File: config.mk
export PLATFORM = sky130hd
export DESIGN_NAME = priority_interrupt_resolver_core
export DESIGN_NICKNAME = d
export VERILOG_FILES = /design/src/rtl/pir_pkg.sv /design/src/rtl/pir_fifo.sv /design/src/rtl/pir_front.sv /design/src/rtl/pir_back.sv /design/src/rtl/priority_interrupt_resolver_core.sv
export SDC_FILE = /design/constraint.sdc
export NUM_CORES = 1
export LEC_CHECK = 0
export BUFFER_PORTS_ARGS = -buffer_cell sky130_fd_sc_hd__buf_2
export CAP_MARGIN = 15
export CORE_ASPECT_RATIO = 1.4
export CORE_MARGIN = 2
export CORE_UTILIZATION = 30
export CTS_BUF_LIST = sky130_fd_sc_hd__clkbuf_8
export CTS_CLUSTER_DIAMETER = 40
export DETAILED_ROUTE_END_ITERATION = 12
export SYNTH_ARGS = -nofsm -noshare
export SYNTH_HDL_FRONTEND = slang
export SYNTH_SLANG_ARGS = --single-unit
export TNS_END_PERCENT = 100
File: constraint.sdc
create_clock -name clk -period 9.6 [get_ports clk]
set_clock_uncertainty 0.15 [all_clocks]
set_input_delay 0.96 -clock clk [delete_from_list [all_inputs] [get_ports clk]]
set_output_delay 0.96 -clock clk [all_outputs]
set_load 0.1 [all_outputs]
File: src/rtl/pir_pkg.sv
`default_nettype none

package pir_pkg;

    localparam int LINE_W            = 5;
    localparam int LEVEL_W           = 5;
    localparam int WORD_W            = 32;
    localparam int DEFAULT_NUM_LINES = 32;
    localparam int DEFAULT_Q_DEPTH   = 2;
    localparam int RESET_SWITCH_BIT  = 16;

    localparam logic [LEVEL_W-1:0] LOWEST_SEARCH = LEVEL_W'(2);
    localparam logic [LEVEL_W-1:0] CLOCK_LEVEL   = LEVEL_W'(28);

    localparam logic [LEVEL_W-1:0] LINE_LEVEL [WORD_W] = '{
        5'd28, 5'd23, 5'd15, 5'd15, 5'd14, 5'd18, 5'd18, 5'd24,
        5'd22, 5'd20, 5'd20, 5'd16, 5'd25, 5'd19, 5'd21, 5'd13,
        5'd13, 5'd16, 5'd16, 5'd16, 5'd29, 5'd29, 5'd29, 5'd20,
        5'd21, 5'd0,  5'd0,  5'd0,  5'd0,  5'd0,  5'd0,  5'd0
    };

    typedef enum logic [1:0] {
        OP_ENABLE   = 2'd0,
        OP_DISABLE  = 2'd1,
        OP_SERVICE  = 2'd2,
        OP_COMPLETE = 2'd3
    } op_t;

    typedef struct packed {
        op_t               op;
        logic [LINE_W-1:0] line;
        logic              line_ok;
        logic [WORD_W-1:0] cause;
    } cmd_t;

    typedef struct packed {
        logic               spurious;
        logic [LINE_W-1:0]  served_line;
        logic [LEVEL_W-1:0] level;
        logic [WORD_W-1:0]  mask;
        logic [WORD_W-1:0]  ack;
        logic               allow_lower;
    } result_t;

    function automatic logic [LINE_W-1:0] msb_index(input logic [WORD_W-1:0] v);
        logic [LINE_W-1:0] r;
        r = '0;
        for (int i = 0; i < WORD_W; i++)
        begin
            if (v[i])
            begin
                r = LINE_W'(i);
            end
        end
        return r;
    endfunction

endpackage

`default_nettype wire

File: src/rtl/pir_fifo.sv
`default_nettype none

module pir_fifo #(
    parameter int WIDTH = 8,
    parameter int DEPTH = 2
) (
    input  wire logic             clk,
    input  wire logic             rst_n,
    input  wire logic             push,
    input  wire logic [WIDTH-1:0] wdata,
    output logic                  full,
    input  wire logic             pop,
    output logic                  empty,
    output logic [WIDTH-1:0]      rdata
);

    localparam int PTR_W = (DEPTH > 1) ? $clog2(DEPTH) : 1;
    localparam int CNT_W = $clog2(DEPTH + 1);

    logic [WIDTH-1:0] mem_reg [DEPTH];
    logic [PTR_W-1:0] wr_ptr_reg, wr_ptr_next;
    logic [PTR_W-1:0] rd_ptr_reg, rd_ptr_next;
    logic [CNT_W-1:0] count_reg, count_next;
    logic             do_push, do_pop;

    assign full    = (count_reg == CNT_W'(DEPTH));
    assign empty   = (count_reg == '0);
    assign do_push = push && !full;
    assign do_pop  = pop && !empty;
    assign rdata   = mem_reg[rd_ptr_reg];

    always_comb
    begin
        wr_ptr_next = wr_ptr_reg;
        rd_ptr_next = rd_ptr_reg;
        count_next  = count_reg;
        if (do_push)
        begin
            wr_ptr_next = (wr_ptr_reg == PTR_W'(DEPTH - 1)) ? '0 : wr_ptr_reg + PTR_W'(1);
        end
        if (do_pop)
        begin
            rd_ptr_next = (rd_ptr_reg == PTR_W'(DEPTH - 1)) ? '0 : rd_ptr_reg + PTR_W'(1);
        end
        if (do_push && !do_pop)
        begin
            count_next = count_reg + CNT_W'(1);
        end
        else if (do_pop && !do_push)
        begin
            count_next = count_reg - CNT_W'(1);
        end
    end

    always_ff @(posedge clk or negedge rst_n)
    begin
        if (!rst_n)
        begin
            wr_ptr_reg <= '0;
            rd_ptr_reg <= '0;
            count_reg  <= '0;
        end
        else
        begin
            wr_ptr_reg <= wr_ptr_next;
            rd_ptr_reg <= rd_ptr_next;
            count_reg  <= count_next;
        end
    end

    always_ff @(posedge clk)
    begin
        if (do_push)
        begin
            mem_reg[wr_ptr_reg] <= wdata;
        end
    end

endmodule

`default_nettype wire

File: src/rtl/pir_front.sv
`default_nettype none

module pir_front #(
    parameter int NUM_LINES = pir_pkg::DEFAULT_NUM_LINES
) (
    input  wire logic [1:0]                  opcode,
    input  wire logic [pir_pkg::LINE_W-1:0]  line,
    input  wire logic [pir_pkg::WORD_W-1:0]  cause_word,
    output pir_pkg::cmd_t                    cmd
);

    import pir_pkg::*;

    always_comb
    begin
        cmd.op      = op_t'(opcode);
        cmd.line    = line;
        cmd.line_ok = (WORD_W'(line) < WORD_W'(NUM_LINES));
        cmd.cause   = cause_word & ~(WORD_W'(1) << RESET_SWITCH_BIT);
    end

endmodule

`default_nettype wire

File: src/rtl/pir_back.sv
`default_nettype none

module pir_back #(
    parameter int NUM_LINES = pir_pkg::DEFAULT_NUM_LINES
) (
    input  wire logic          clk,
    input  wire logic          rst_n,
    input  wire logic          fire,
    input  wire pir_pkg::cmd_t cmd,
    output pir_pkg::result_t   res
);

    import pir_pkg::*;

    logic [NUM_LINES-1:0] registered_set_reg, registered_set_next;
    logic [NUM_LINES-1:0] hw_mask_reg, hw_mask_next;
    logic [NUM_LINES-1:0] saved_mask_reg, saved_mask_next;
    logic [LEVEL_W-1:0]   current_level_reg, current_level_next;
    logic [LEVEL_W-1:0]   saved_level_reg, saved_level_next;
    logic [LINE_W-1:0]    active_line_reg, active_line_next;
    logic                 line_was_reg_reg, line_was_reg_next;

    logic [NUM_LINES-1:0] line_bit;
    logic [NUM_LINES-1:0] masked;
    logic [WORD_W-1:0]    level_hit;
    logic [LEVEL_W-1:0]   top_level;
    logic [LEVEL_W-1:0]   search_level;
    logic [NUM_LINES-1:0] level_mask;
    logic [NUM_LINES-1:0] sel;
    logic [LINE_W-1:0]    pick;
    logic [NUM_LINES-1:0] pick_bit;

    // The search level sits one below the highest pending level, but never below LOWEST_SEARCH.
    always_comb
    begin
        line_bit  = cmd.line_ok ? (NUM_LINES'(1) << cmd.line) : '0;
        masked    = cmd.cause[NUM_LINES-1:0] & hw_mask_reg;
        level_hit = '0;
        for (int i = 0; i < NUM_LINES; i++)
        begin
            if (masked[i])
            begin
                level_hit[LINE_LEVEL[i]] = 1'b1;
            end
        end
        top_level    = msb_index(level_hit);
        search_level = (top_level > LOWEST_SEARCH + LEVEL_W'(1)) ? top_level - LEVEL_W'(1)
                                                                 : LOWEST_SEARCH;
        for (int i = 0; i < NUM_LINES; i++)
        begin
            level_mask[i] = (LINE_LEVEL[i] > search_level);
        end
        sel      = masked & level_mask;
        pick     = msb_index(WORD_W'(sel));
        pick_bit = NUM_LINES'(1) << pick;
    end

    always_comb
    begin
        registered_set_next = registered_set_reg;
        hw_mask_next        = hw_mask_reg;
        saved_mask_next     = saved_mask_reg;
        current_level_next  = current_level_reg;
        saved_level_next    = saved_level_reg;
        active_line_next    = active_line_reg;
        line_was_reg_next   = line_was_reg_reg;
        res.spurious        = 1'b0;
        res.served_line     = '0;
        res.ack             = '0;
        res.allow_lower     = 1'b0;
        case (cmd.op)
            OP_ENABLE:
            begin
                registered_set_next = registered_set_reg | line_bit;
                hw_mask_next        = hw_mask_reg | line_bit;
            end
            OP_DISABLE:
            begin
                registered_set_next = registered_set_reg & ~line_bit;
                hw_mask_next        = hw_mask_reg & ~line_bit;
            end
            OP_SERVICE:
            begin
                if (sel == '0)
                begin
                    res.spurious = 1'b1;
                end
                else
                begin
                    saved_mask_next     = hw_mask_reg;
                    saved_level_next    = current_level_reg;
                    active_line_next    = pick;
                    line_was_reg_next   = |(registered_set_reg & pick_bit);
                    registered_set_next = registered_set_reg & ~pick_bit;
                    hw_mask_next        = level_mask & registered_set_next;
                    current_level_next  = LINE_LEVEL[pick];
                    res.served_line     = pick;
                    res.ack             = WORD_W'(1) << pick;
                    res.allow_lower     = (search_level < CLOCK_LEVEL);
                end
            end
            OP_COMPLETE:
            begin
                if (line_was_reg_reg)
                begin
                    registered_set_next = registered_set_reg
                                        | (NUM_LINES'(1) << active_line_reg);
                end
                line_was_reg_next  = 1'b0;
                current_level_next = saved_level_reg;
                hw_mask_next       = saved_mask_reg;
                res.served_line    = active_line_reg;
            end
            default:
            begin
                res.spurious = 1'b0;
            end
        endcase
        res.level = current_level_next;
        res.mask  = WORD_W'(hw_mask_next);
    end

    always_ff @(posedge clk or negedge rst_n)
    begin
        if (!rst_n)
        begin
            registered_set_reg <= '0;
            hw_mask_reg        <= '0;
            saved_mask_reg     <= '0;
            current_level_reg  <= '0;
            saved_level_reg    <= '0;
            active_line_reg    <= '0;
            line_was_reg_reg   <= 1'b0;
        end
        else if (fire)
        begin
            registered_set_reg <= registered_set_next;
            hw_mask_reg        <= hw_mask_next;
            saved_mask_reg     <= saved_mask_next;
            current_level_reg  <= current_level_next;
            saved_level_reg    <= saved_level_next;
            active_line_reg    <= active_line_next;
            line_was_reg_reg   <= line_was_reg_next;
        end
    end

endmodule

`default_nettype wire

File: src/rtl/priority_interrupt_resolver_core.sv
// Channel   Direction  Handshake        Beat contents
// input     in         push / full      opcode, line, cause_word
// result    out        empty / pop      spurious, served_line_out, new_level,
//                                       mask_write, ack_write, allow_lower
//
// One beat is accepted per cycle while full is low; a result beat passes through the
// command queue and the result queue before it reaches the result ports.
// Only a full result queue stalls intake; the pir_back search is combinational.
// Reset clears all interrupt state and both queues; nothing needs a clearing pass.
// A stalled result queue fills the command queue, after which full rises.
`default_nettype none

module priority_interrupt_resolver_core #(
    parameter int NUM_LINES = pir_pkg::DEFAULT_NUM_LINES,
    parameter int Q_DEPTH   = pir_pkg::DEFAULT_Q_DEPTH
) (
    input  wire logic                        clk,
    input  wire logic                        rst_n,
    input  wire logic                        push,
    output logic                             full,
    input  wire logic [1:0]                  opcode,
    input  wire logic [pir_pkg::LINE_W-1:0]  line,
    input  wire logic [pir_pkg::WORD_W-1:0]  cause_word,
    output logic                             empty,
    input  wire logic                        pop,
    output logic                             spurious,
    output logic [pir_pkg::LINE_W-1:0]       served_line_out,
    output logic [pir_pkg::LEVEL_W-1:0]      new_level,
    output logic [pir_pkg::WORD_W-1:0]      mask_write,
    output logic [pir_pkg::WORD_W-1:0]      ack_write,
    output logic                             allow_lower
);

    import pir_pkg::*;

    cmd_t    front_cmd, back_cmd;
    result_t back_res, out_res;
    logic    cmdq_empty, resq_full, fire;
    logic [$bits(cmd_t)-1:0]    cmdq_rdata;
    logic [$bits(result_t)-1:0] resq_rdata;

    pir_front #(.NUM_LINES(NUM_LINES)) u_front (
        .opcode     (opcode),
        .line       (line),
        .cause_word (cause_word),
        .cmd        (front_cmd)
    );

    pir_fifo #(.WIDTH($bits(cmd_t)), .DEPTH(Q_DEPTH)) u_cmd_q (
        .clk   (clk),
        .rst_n (rst_n),
        .push  (push),
        .wdata (front_cmd),
        .full  (full),
        .pop   (fire),
        .empty (cmdq_empty),
        .rdata (cmdq_rdata)
    );

    assign back_cmd = cmd_t'(cmdq_rdata);
    assign fire     = !cmdq_empty && !resq_full;

    pir_back #(.NUM_LINES(NUM_LINES)) u_back (
        .clk   (clk),
        .rst_n (rst_n),
        .fire  (fire),
        .cmd   (back_cmd),
        .res   (back_res)
    );

    pir_fifo #(.WIDTH($bits(result_t)), .DEPTH(Q_DEPTH)) u_res_q (
        .clk   (clk),
        .rst_n (rst_n),
        .push  (fire),
        .wdata (back_res),
        .full  (resq_full),
        .pop   (pop),
        .empty (empty),
        .rdata (resq_rdata)
    );

    assign out_res         = result_t'(resq_rdata);
    assign spurious        = out_res.spurious;
    assign served_line_out = out_res.served_line;
    assign new_level       = out_res.level;
    assign mask_write      = out_res.mask;
    assign ack_write       = out_res.ack;
    assign allow_lower     = out_res.allow_lower;

endmodule

`default_nettype wire

# Yosys cells after proc, flatten, opt, wreduce, memory -nomap -nowiden
# Memory sizes are Yosys's and may differ from the RTL's.
# Cells that the tools add are included.
# op_classes
n_eq_ne,7
shift,3
order_cmp,18
n_addsub,9
n_mux,101
bitwise_logic,14
n_reduce_logical,28
# ops
cell,n
$pmux W32 S4,2
$and A32 B32 Y32,7
$mux W5,32
$mux W32,4
$or A32 B32 Y32,3
$shl A1 B5 Y32 const A,3
$mux W33,2
$not A32 Y32,2
$gt A5 B5 Y1 const A,11
$mux W4,11
$mux W1,37
$logic_not A32 Y1,1
$reduce_or A32 Y1,1
$pmux W5 S2,2
$gt A4 B5 Y1 const A,3
$mux W2,6
$mux W3,4
$logic_and A1 B1 Y1,9
$reduce_and A3 Y1,3
$eq A2 B2 Y1 const B,4
$logic_not A1 Y1,8
$ge A6 B6 Y1 const B,1
$logic_not A2 Y1,3
$not A5 Y6,1
other kinds (13),20
# word_totals
elab_cells,196
regBits,120
output_inout_bits,78
inputBits,43
ram_bits,228
romBits,160
memories,3
# memory_table
memory,depth,width,rd,rd_ports_with_merged_regs,write_ports,line_no,rtl
(no name shown),32,5,1,0,0,pir_back.sv:96,current_level_next = LINE_LEVEL[pick];
u_res_q.mem_reg,2,76,1,0,1,pir_fifo.sv:20,logic [WIDTH-1:0] mem_reg [DEPTH];
u_cmd_q.mem_reg,2,38,1,0,1,pir_fifo.sv:20,

# Longest topological paths before layout
# An unclocked memory read counts as a cell.
# logic_depth
depth_word,59
ltp_mapped,30
depth_no_buf,24

# Hierarchy
# From an unflattened synthesis, not the netlist that was laid out.
# unflattened
cells_unflattened,1579
area_unflattened_um2,18256.3
# by_module_without_submodules
mod,cells_per_inst,n_inst,area_per_inst_um2
pir_back,1136,1,8841.0
pir_fifo at u_res_q,256,1,5816.8
pir_fifo at u_cmd_q,144,1,3286.9
pir_front,42,1,307.8
priority_interrupt_resolver_core,1,1,3.8

# Worst setup path after synthesis
# OpenSTA, ideal clock, no wires.
# synth_timing
kind,reg-to-reg
from,register u_cmd_q.rd_ptr_reg
to,memory u_res_q.mem_reg[0][54] (netlist bit) (data pin)
stages_incl_launch_ff,28
path_slack_ns,3.358
arrival_time_ns,5.832
required_time_ns,9.190
cell_sequence,dfrtp_1 buf_6 buf_6 mux2_4 a222oi_1 o2111ai_1 o211ai_2 a21o_1 inv_1 ha_1 buf_1 o211a_1 buf_2 a31oi_4 o41a_1 and2_1 clkbuf_1 o221ai_1 or3_1 a21o_1 and2_1 inv_1 ha_1 clkbuf_1 nand4_1 a31o_2 nor3_1 nor2_1
# synth_lines
element,line_no,rtl
"start, declared",pir_fifo.sv:22,"logic [PTR_W-1:0] rd_ptr_reg, rd_ptr_next;"
"start signal, assigned",pir_fifo.sv:66,rd_ptr_reg <= rd_ptr_next;
"end, declared",pir_fifo.sv:20,

==> metrics.md <==
| Metric | Value |
|---|---|
| Status | `finished, final reports clean` |
| Post-route ant nets | `0` |
| Drt pass-1 iters | `8` |
| Final min period | `8.156 ns` |
| Clock-pin slew on the worst setup and hold paths | `0.06 ns` |
| GR Overflow Total | `0` |
| Initial antenna violation count | `5` |
| Vias per cell | `5.581` |
| Area of the mapped netlist | `17280 um2` |
| Core area | `57250 um2` |
| Register area | `9334 um2` |
| Most common cell in the netlist | `nand2_1` |
| R2r startpoint | `u_cmd_q.rd_ptr_reg$_DFFE_PN0P_` |
| Top Ports | `121` |
| Clock insertion delay at the later pin of the skew report | `0.64 ns` |
| Largest cells by area after synthesis | `edfxtp_1 (37%), dfrtp_1 (17%), mux2_2 (6.8%)` |
| Layout cell share with drive strength beyond 1 | `23.33%` |
| Clk buf depth | `3` |
| Worst r2r path cells | `22` |
| Synth Area per Inst | `10.78 um2` |
| Clock sink total | `330` |
| Slew margin rel. | `23.15%` |
| Max reg flops | `152` |
| Hold buffer count at cts | `0` |
| Critical Path Fanout Max | `42` |
| Largest net degree at the start of global routing | `71` |
| P&R area growth vs syn | `14.92%` |
| Min-delay worst type | `input port to asynchronous set/reset pin` |
| H-tree depth | `2` |
| Fin nets | `1779` |
| CTS tree | `built` |
| R2R setup slack | `1.44 ns` |
| Setup crit end kind | `register` |
| DRC viols | `0` |
| Count of final max-slew check failures | `0` |
| Crit path max-delay family | `compound AO/OA/AOI/OAI gates` |
| Ys flop type | `edfxtp_1` |
| CTS Buf Count | `52` |
| Placed Area | `18760 um2` |
| Post-Synthesis Cells | `1603` |
| Area leader, netlist | `edfxtp_1` |
| First-pass GRT wire length | `87780 um` |
| Slowest Stage Delay on Critical Path | `0.97 ns` |
| Area of the multi-input gates | `7498 um2` |
| Site Rows | `104` |
| Drt initial violations | `1691` |
| Resize count post-CTS | `0` |
| Fmax | `122.6 MHz` |
| Layout fillers | `5792` |
| Top-area cell type share of the netlist area | `37.19%` |
| GP Congestion | `0.9853` |
| Hold Vio Cnt, Final | `0` |
| Post-synthesis sequential area ratio | `53.99%` |
| Least-Margin Pin Slew | `1.149 ns` |
| Post CTS Setup Buffer Count | `0` |
| Root buf cell | `clkbuf_8` |
| Synthesized flop and latch total | `330` |
| Synth cell count leaders | `nand2_1 (233), edfxtp_1 (214), dfrtp_1 (116), a21oi_1 (112), nor2_1 (111)` |
| DIE HEIGHT | `288.0 um` |
| Drt total wl | `59630 um` |
| Critical path type | `register to register` |
| Arrival @ worst endpoint | `8.35 ns` |
| Gr usage total | `19.74%` |
| Distinct cells, synth | `98` |
| Unrepaired setup endpoints after global routing | `no` |
| EDFF count, synth | `214` |
| Via count | `14015` |
| Effective utilization at floorplan | `30.18%` |
| RR Endpoint | `u_res_q.mem_reg[0][38]$_DFFE_PP_` |
| Final HPWL DP | `42860 um` |
| Crit path buf inv count | `2` |
| CP startpoint kind | `register` |
| Critical Path Slowest Stage Cell | `dfrtp_2` |
| Die X | `206.8 um` |
| Number of global-route vias before repair | `13709` |
| Post-route setup TNS | `0 ns` |
| Design area | `19860 um2` |
| Die Area | `59560 um2` |
| # setup viols final | `0` |
| Final period util | `84.96%` |
| Drt wl/cell | `23.75 um` |
| Synth Warn # | `0` |
| Maxcap violations | `0` |
| Async set-or-reset flop fraction in the synthesized netlist | `35.15%` |
| CP Data Required Time | `9.80 ns` |
| CP cell instances | `mux2_2, a222oi_1, o2111ai_1, o211ai_2, a21o_1, inv_1, ha_1, o211a_1, a31oi_4, o41a_1, and2_1, o221ai_1, or3_1, a21o_1, and2_1, inv_1, ha_1, nand4_1, nor3_1, o21ai_0, a21oi_1, a31oi_1` |
| I/O Buffers | `112` |
-- per-layer routing --
layer | part of all wire [%] | vias to the layer above | routed length (um) | GRT usage [%]
li1 | - | 6282 | - | -
met1 | 38 | 6909 | 22660 | 23.27
met2 | 49 | 635 | 29360 | 33.58
met3 | 6.2 | 185 | 3703 | 3.068
met4 | 6.5 | 4 | 3878 | 11.93
met5 | 0.045 | - | 27 | 0
-- layout make-up --
cell class	count	share of cell area [%]
inverter	29	0.5482
clock inverter	38	1.317
sequential	330	47.00
antenna	3	0.03780
clock buffer	60	4.159
multi-input combinational	1153	37.76
tap	742	4.675
timing repair buffer	156	4.499
-- worst max-delay path by stage --
stage / slack [ns] / from / endpoint / cells past startpoint
floorplan: 3.36 / u_cmd_q.rd_ptr_reg$_DFFE_PN0P_ / u_res_q.mem_reg[0][54]$_DFFE_PP_ / 27
global placement: 1.51 / u_cmd_q.rd_ptr_reg$_DFFE_PN0P_ / u_res_q.mem_reg[0][38]$_DFFE_PP_ / 22
detailed placement: 1.47 / u_cmd_q.rd_ptr_reg$_DFFE_PN0P_ / u_res_q.mem_reg[0][43]$_DFFE_PP_ / 23
CTS: 1.52 / u_cmd_q.rd_ptr_reg$_DFFE_PN0P_ / u_res_q.mem_reg[1][43]$_DFFE_PP_ / 23
global route: 0.97 / u_cmd_q.rd_ptr_reg$_DFFE_PN0P_ / u_res_q.mem_reg[0][55]$_DFFE_PP_ / 23
finish: 1.44 / u_cmd_q.rd_ptr_reg$_DFFE_PN0P_ / u_res_q.mem_reg[0][38]$_DFFE_PP_ / 22
-- kinds of logic after synthesis --
family                   Yosys count  synth area share [%]
AO/OA/AOI/OAI                    493                 20.34
adder cells (fa/ha/maj)           14                 1.014
other                              1               0.02170
AND/OR/NAND/NOR                  506                 13.16
buffers and inverters            127                 3.092
flip-flops                       330                 53.99
XOR/XNOR                          14                0.7096
multiplexers                     118                 7.675
-- placed cells by master, fill, tap and decap left out, drive strengths merged, types with 11 or more instances in the layout --
| cell type | instances |
|---|---|
| nand2 | 235 |
| edfxtp | 214 |
| buf | 156 |
| dfrtp | 116 |
| nor2 | 115 |
| a21oi | 113 |
| mux2 | 107 |
| o21ai | 101 |
| clkbuf | 60 |
| inv | 49 |
| nand3 | 42 |
| a31oi | 32 |
| o21a | 27 |
| nor3 | 27 |
| a21o | 20 |
| o22ai | 19 |
| nand2b | 16 |
| or2 | 16 |
| o32ai | 15 |
| and2 | 15 |
| ha | 14 |
| clkinv | 14 |
| a21boi | 13 |
| a22oi | 12 |
| or3 | 12 |
| mux2i | 11 |
| xnor2 | 11 |
| o211ai | 11 |
-- through the flow --
stage | std cells | utilization (%) | worst slack [ns] | hold WS, ns
final | 2511 | 34.68 | 1.444 | 0.2145
after global routing | 2509 | 34.67 | 0.9674 | 0.2617
after CTS | 2508 | 34.67 | 1.523 | 0.2105
after detailed placement | 2410 | 32.77 | 1.472 | 0.3134
after global placement | 2410 | 32.77 | 1.513 | 0.3126
after floorplan | 1610 | - | 3.358 | 0.2961
-- worst reg2reg max path: stages (launching register included) --
cell	delay, ns
dfrtp_2	0.97
mux2_2	0.48
a222oi_1	0.68
o2111ai_1	0.26
o211ai_2	0.42
a21o_1	0.23
inv_1	0.10
ha_1	0.23
o211a_1	0.56
a31oi_4	0.37
o41a_1	0.24
and2_1	0.34
o221ai_1	0.15
or3_1	0.39
a21o_1	0.26
and2_1	0.23
inv_1	0.17
ha_1	0.65
nand4_1	0.16
nor3_1	0.45
o21ai_0	0.18
a21oi_1	0.15
a31oi_1	0.09
Power is not shown: default switching activity piles up to over one toggle a cycle in this logic, so the estimate is an artifact.
